--- src/design/scp_pkg.sv ---
`default_nettype none
package scp_pkg;

	localparam int AngleW = 32;
	localparam int ValueW = 32;
	localparam int ArgW   = 30;
	localparam int AccW   = 32;
	localparam int ProdW  = AccW + ArgW + 1;
	localparam int FracW  = 29;
	localparam int NCoef  = 8;

	localparam logic signed [AngleW-1:0] PI_Q29      = 32'sd1686629713;
	localparam logic signed [AngleW-1:0] HALF_PI_Q29 = 32'sd843314857;
	localparam logic signed [AccW-1:0]   ONE_Q30     = 32'sd1073741824;

	// Coefficients in Q.30, highest power first.
	localparam logic signed [AccW-1:0] COEF [NCoef] = '{
		-32'sd147886, -32'sd219591, 32'sd9276365, -32'sd261228,
		-32'sd178844898, -32'sd24029, 32'sd1073743896, -32'sd38
	};

	// One word in flight along the Horner chain.
	typedef struct packed {
		logic                   valid;
		logic                   neg;
		logic [ArgW-1:0]        x;
		logic signed [AccW-1:0] u;
	} scp_word_t;

endpackage
`default_nettype wire

--- src/design/scp_out.sv ---
`default_nettype none
module scp_out
	import scp_pkg::*;
(
	input  wire logic               clk,
	input  wire logic               arst_n,
	input  wire logic               en,
	input  scp_word_t               word,
	output logic                    valid,
	output logic signed [ValueW-1:0] value
);

	logic signed [AccW-1:0] sat;
	logic signed [AccW-1:0] signed_val;
	logic                   valid_q;
	logic signed [ValueW-1:0] value_q;

	always_comb begin
		priority if (word.u > ONE_Q30) begin
			sat = ONE_Q30;
		end else if (word.u < -ONE_Q30) begin
			sat = -ONE_Q30;
		end else begin
			sat = word.u;
		end
		signed_val = word.neg ? -sat : sat;
	end

	always_ff @(posedge clk or negedge arst_n) begin
		if (!arst_n) begin
			valid_q <= 1'b0;
		end else if (en) begin
			valid_q <= word.valid;
		end
	end

	always_ff @(posedge clk) begin
		if (en) begin
			value_q <= ValueW'(signed_val);
		end
	end

	assign valid = valid_q;
	assign value = value_q;

endmodule
`default_nettype wire

--- config.mk ---
export PLATFORM = sky130hd
export DESIGN_NAME = scp_out
export DESIGN_NICKNAME = d
export VERILOG_FILES = /design/src/design/scp_pkg.sv /design/src/design/scp_out.sv
export SDC_FILE = /design/constraint.sdc
export NUM_CORES = 1
export LEC_CHECK = 0
export BUFFER_PORTS_ARGS = -buffer_cell sky130_fd_sc_hd__buf_2
export CORE_MARGIN = 2
export CORE_UTILIZATION = 30
export DETAILED_ROUTE_END_ITERATION = 6
export SKIP_CTS_REPAIR_TIMING = 1
export SLEW_MARGIN = 20
export SYNTH_ARGS = -nofsm -noshare
export SYNTH_HDL_FRONTEND = slang
export SYNTH_SLANG_ARGS = --single-unit
--- constraint.sdc ---
create_clock -name clk -period 0.8 [get_ports clk]
set_input_delay 0.24 -clock clk [delete_from_list [all_inputs] [get_ports clk]]
set_output_delay 0.24 -clock clk [all_outputs]
set_load 0.01 [all_outputs]
# After elaboration in Yosys (flattened, before gate mapping)
# Cells that the tools add are included.
# totals
input_bits	67
wordCells	8
reg_bits	33
output_inout_bits	33
# op_classes
n_addsub	1
order_cmp	2
n_mux	3
# ops
operator	count
$mux W32	3
$gt A32 B32 Y1 const B	1
$lt A32 B31 Y1 const B	1
$neg A32 Y32	1

# Longest topological paths before layout
# logic_depth
depth_word	5
ltp_mapped	12
depth_no_buf	10

# Least setup slack after synthesis
# No wires, ideal clock.
# synth_path
kind	in2reg
startpoint	input word[14] in the netlist's numbering
endpoint	register value_q[10], in the netlist value[10] (data pin)
n_path_buf	3
setup_time_ps	174
required_time_ps	626
slack_ps	-2317
arrival_ps	2942
stages	11
cell_sequence	or4_1 -> or2_1 -> o41ai_2 -> buf_2 -> nand2_1 -> ha_1 -> clkbuf_1 -> nor2_1 -> clkbuf_1 -> a211oi_1 -> a311oi_1
# synth_between
elab_chain_cells	5
elab_cells_between_ends	6
classes_between	1 x add/sub; 2 x order compare; 3 x mux
# synth_lines
item	line	rtl
start: declaration	scp_out.sv:8	input scp_word_t word,
$lt A32 B31 Y1	scp_out.sv:21	end else if (word.u < -ONE_Q30) begin
$mux W32	scp_out.sv:21	
$mux W32 *	scp_out.sv:19	priority if (word.u > ONE_Q30) begin
$neg A32 Y32	scp_out.sv:26	signed_val = word.neg ? -sat : sat;
$mux W32 *	scp_out.sv:26	
named net signed_val[10]	scp_out.sv:14	logic signed [AccW-1:0] signed_val;
end signal: assignment	scp_out.sv:39	value_q <= ValueW'(signed_val);
end: declaration	scp_out.sv:16	logic signed [ValueW-1:0] value_q;
# Mark *: on every way through the listed nets, which the timed path passes. The rest lies on a longest branch.
# A chain may end at the register's enable or synchronous reset.

# Worst setup path after layout
# layout_path
startpoint	input word[15] in the netlist's numbering
endpoint	register value_q[26], in the netlist value[26] (data pin)
# Same word-level chain as after synthesis.

==> reports/metrics.yaml <==
route:
  vias: 2178
  ant_nets: 0
  routed_wl_um: 6590
  via_per_inst: 5.09
  drc: 0
  drtIter0Drc: 101
  first_pass_iters: 4
  wl_per_cell_um: 15.4
final_layout:
  final_cell_mix: "72 x buf_4, 66 x buf_2, 32 x edfxtp_1"
  diodes: 0
  layout_commonest_cell: "buf_4"
  area_delta_synth_final_pct: 66.5
  fin_util_pct: 51.0
  n_fill_cell: 647
  register_area_sq_um: 986
  nNetsFinal: 415
  multi_input_area_sq_mm: 0.00117
  drive_gt1_share_pct: 56.3
  final-instance-count-excl-fill: 428
floorplan:
  die_w_um: 86.6
  num_rows: 30
  die-area_sq_mm: 0.00750
  dieHeight_um: 86.6
  core_sq_mm: 0.00668
  io_pins: 100
  start_util_pct: 30.7
critical_path:
  crit_required_ps: 830
  startpoint_type: "input pin"
  critPathMaxFanout: 6
  critical_path_arrival_ps: 2440
  cp-end-kind: "register"
  worst-setup-path-type: "in2reg"
clocking:
  cts_inserted_buffers: 5
  clk_pin_slew_worst_paths_ps: 70
  cts_sinks: 33
  cts_buffer_depth: 2
  clock_latency_ps: 290
  cts_tree: "done"
  htreeDepth: 2
  root_buffer: "clkbuf_8"
place:
  place_congestion: 0.910
  place_hpwl_um: 4830
  dp_slack_ps: -1870
  dp_cells: 405
  port_buffers: 69
grt:
  grt_max_degree: 36
  gr-total-overflow: 0
  antenna_found_initial: 0
  grt_pass1_vias: 2012
  grt_pass1_wl_um: 10100
  global_route.usage.total_pct: 17.5
timing:
  fmax_mhz: 415
  rsz0062_at_grt: "yes"
  slew_viol_final: 0
  setup_slack_ps: -1610
  finalClockSkew_ps: 0
  slew-limit-headroom_pct: 73.9
  min_period_over_period_pct: 301
  setup_viol: 65
  fin_setup_tns_ps: -51740
  period_needed_ps: 2410
  worst_slew_pin_slew_ps: 392
  hold_violations: 0
  hold_slack_ps: 180
logic_synthesis:
  syn-num-nets: 269
  ys_ff_latch: 33
  avgSynthCellArea_sq_um: 10.2
  async_flop_share_pct: 3.03
  synth_top_area_share_pct: 46.9
  ys_top_cells_by_area: "edfxtp_1 47%, xor2_1 6.4%, nor2_1 4.9%"
  syn_inst: 201
  yosysTopAreaCell: "edfxtp_1"
  synth_edf_count: 32
  ys_seq_area_share_pct: 48.1
  yosys_most_used_dff: "edfxtp_1"
  yosys_warnings: 0
  netlist_area_sq_mm: 0.00205
  synth.distinct_cells: 44
pwr:
  pwr-share-seq_pct: 43.5
  p_switching_mw: 1.47
  internal_power_mw: 3.54
  comb_power_share_pct: 31.6
  vdd_ir_drop_max_mv: 0.637
  swShare_pct: 29.3
  p_leak_nw: 1.42
  power_density_mw_per_mm2: 1470
  pwr-share-clk_pct: 24.9
status:
  violations: "negative setup slack"
  status: "complete, but fails checks"
hold_path:
  hold_path_class: "in2reg"
job:
  cap_violations: 0
critical path, cell delays in order:
cell	delay, ps
buf_2	110
or4_4	510
or2_4	280
o41ai_4	370
nand2_2	140
ha_4	220
inv_4	70
or4_4	140
o31ai_1	70
nor3_1	220
a211oi_1	70
kinds of logic after synthesis:
family,share of synthesized area (%)
AOI/OAI and AO/OA,19.7
xor gates and xnor gates,6.84
adders and majority gates,0.611
buffers and inverters,3.73
DFF,48.1
muxes,1.04
and+or+nand+nor,20.0
cell type report:
cell class	count	area share (%)
clock buffer	8	2.35
inverter	5	0.624
multi-input combinational	149	34.3
sequential	33	28.9
tap	80	2.93
timing repair buffer	153	30.9
worst paths after layout:
kind                                        start                   to  slack (ps)  cells after the start
worst max-delay path                     word[15]  value[26]$_DFFE_PP_       -1610                     11
worst min-delay path                     word[63]    valid$_DFFE_PN0P_         180                      2
worst max register to register  valid$_DFFE_PN0P_    valid$_DFFE_PN0P_          60                      1
worst min register to register  valid$_DFFE_PN0P_    valid$_DFFE_PN0P_         510                      1
max in group asynchronous                  arst_n    valid$_DFFE_PN0P_         470                      2
min in group asynchronous                  arst_n    valid$_DFFE_PN0P_         250                      2
cells in the mapped netlist (2+ instances only):
library cell	count
a21oi_1	7
o21a_1	3
o311a_1	3
nor3_1	10
or3_1	10
a211oi_1	5
o311ai_0	3
nor2_1	27
nor4_1	2
clkbuf_1	12
nand2_1	10
nand3_1	2
or4_4	2
o21ai_0	4
a311oi_1	3
nand4_1	3
xor2_1	15
o31ai_1	10
inv_1	5
o41ai_1	5
edfxtp_1	32
or4_1	6
power by group through the flow:
stage	combinational [mW]	sequential [mW]	clock, mW
3_3_place_gp	1.33	2.22	0
4_1_cts	1.35	2.19	1.27
3_5_place_dp	1.34	2.22	0
2_1_floorplan	0.513	2.34	0
5_1_grt	1.72	2.20	1.35
6_report	1.58	2.18	1.25
through the flow:
| step | total power, mW | area, sq um |
|---|---|---|
| floorplan | 2.85 | 2160 |
| global placement | 3.55 | 3030 |
| detailed placement | 3.56 | 3030 |
| CTS | 4.81 | 3110 |
| global route | 5.27 | 3410 |
| finish | 5.01 | 3410 |
registers in the layout (all words and copies together) (netlist names):
| signal | flops |
|---|---|
| value | 32 |
| valid | 1 |
routing by layer:
| layer | vias up | wire [um] | GRT usage [%] |
|---|---|---|---|
| met5 | - | 0 | 0 |
| met4 | 0 | 123 | 6.11 |
| met3 | 10 | 292 | 4.29 |
| met2 | 62 | 3190 | 27.6 |
| met1 | 1023 | 2980 | 23.5 |
| li1 | 1083 | - | - |
Power figures use the tool's default switching activity.
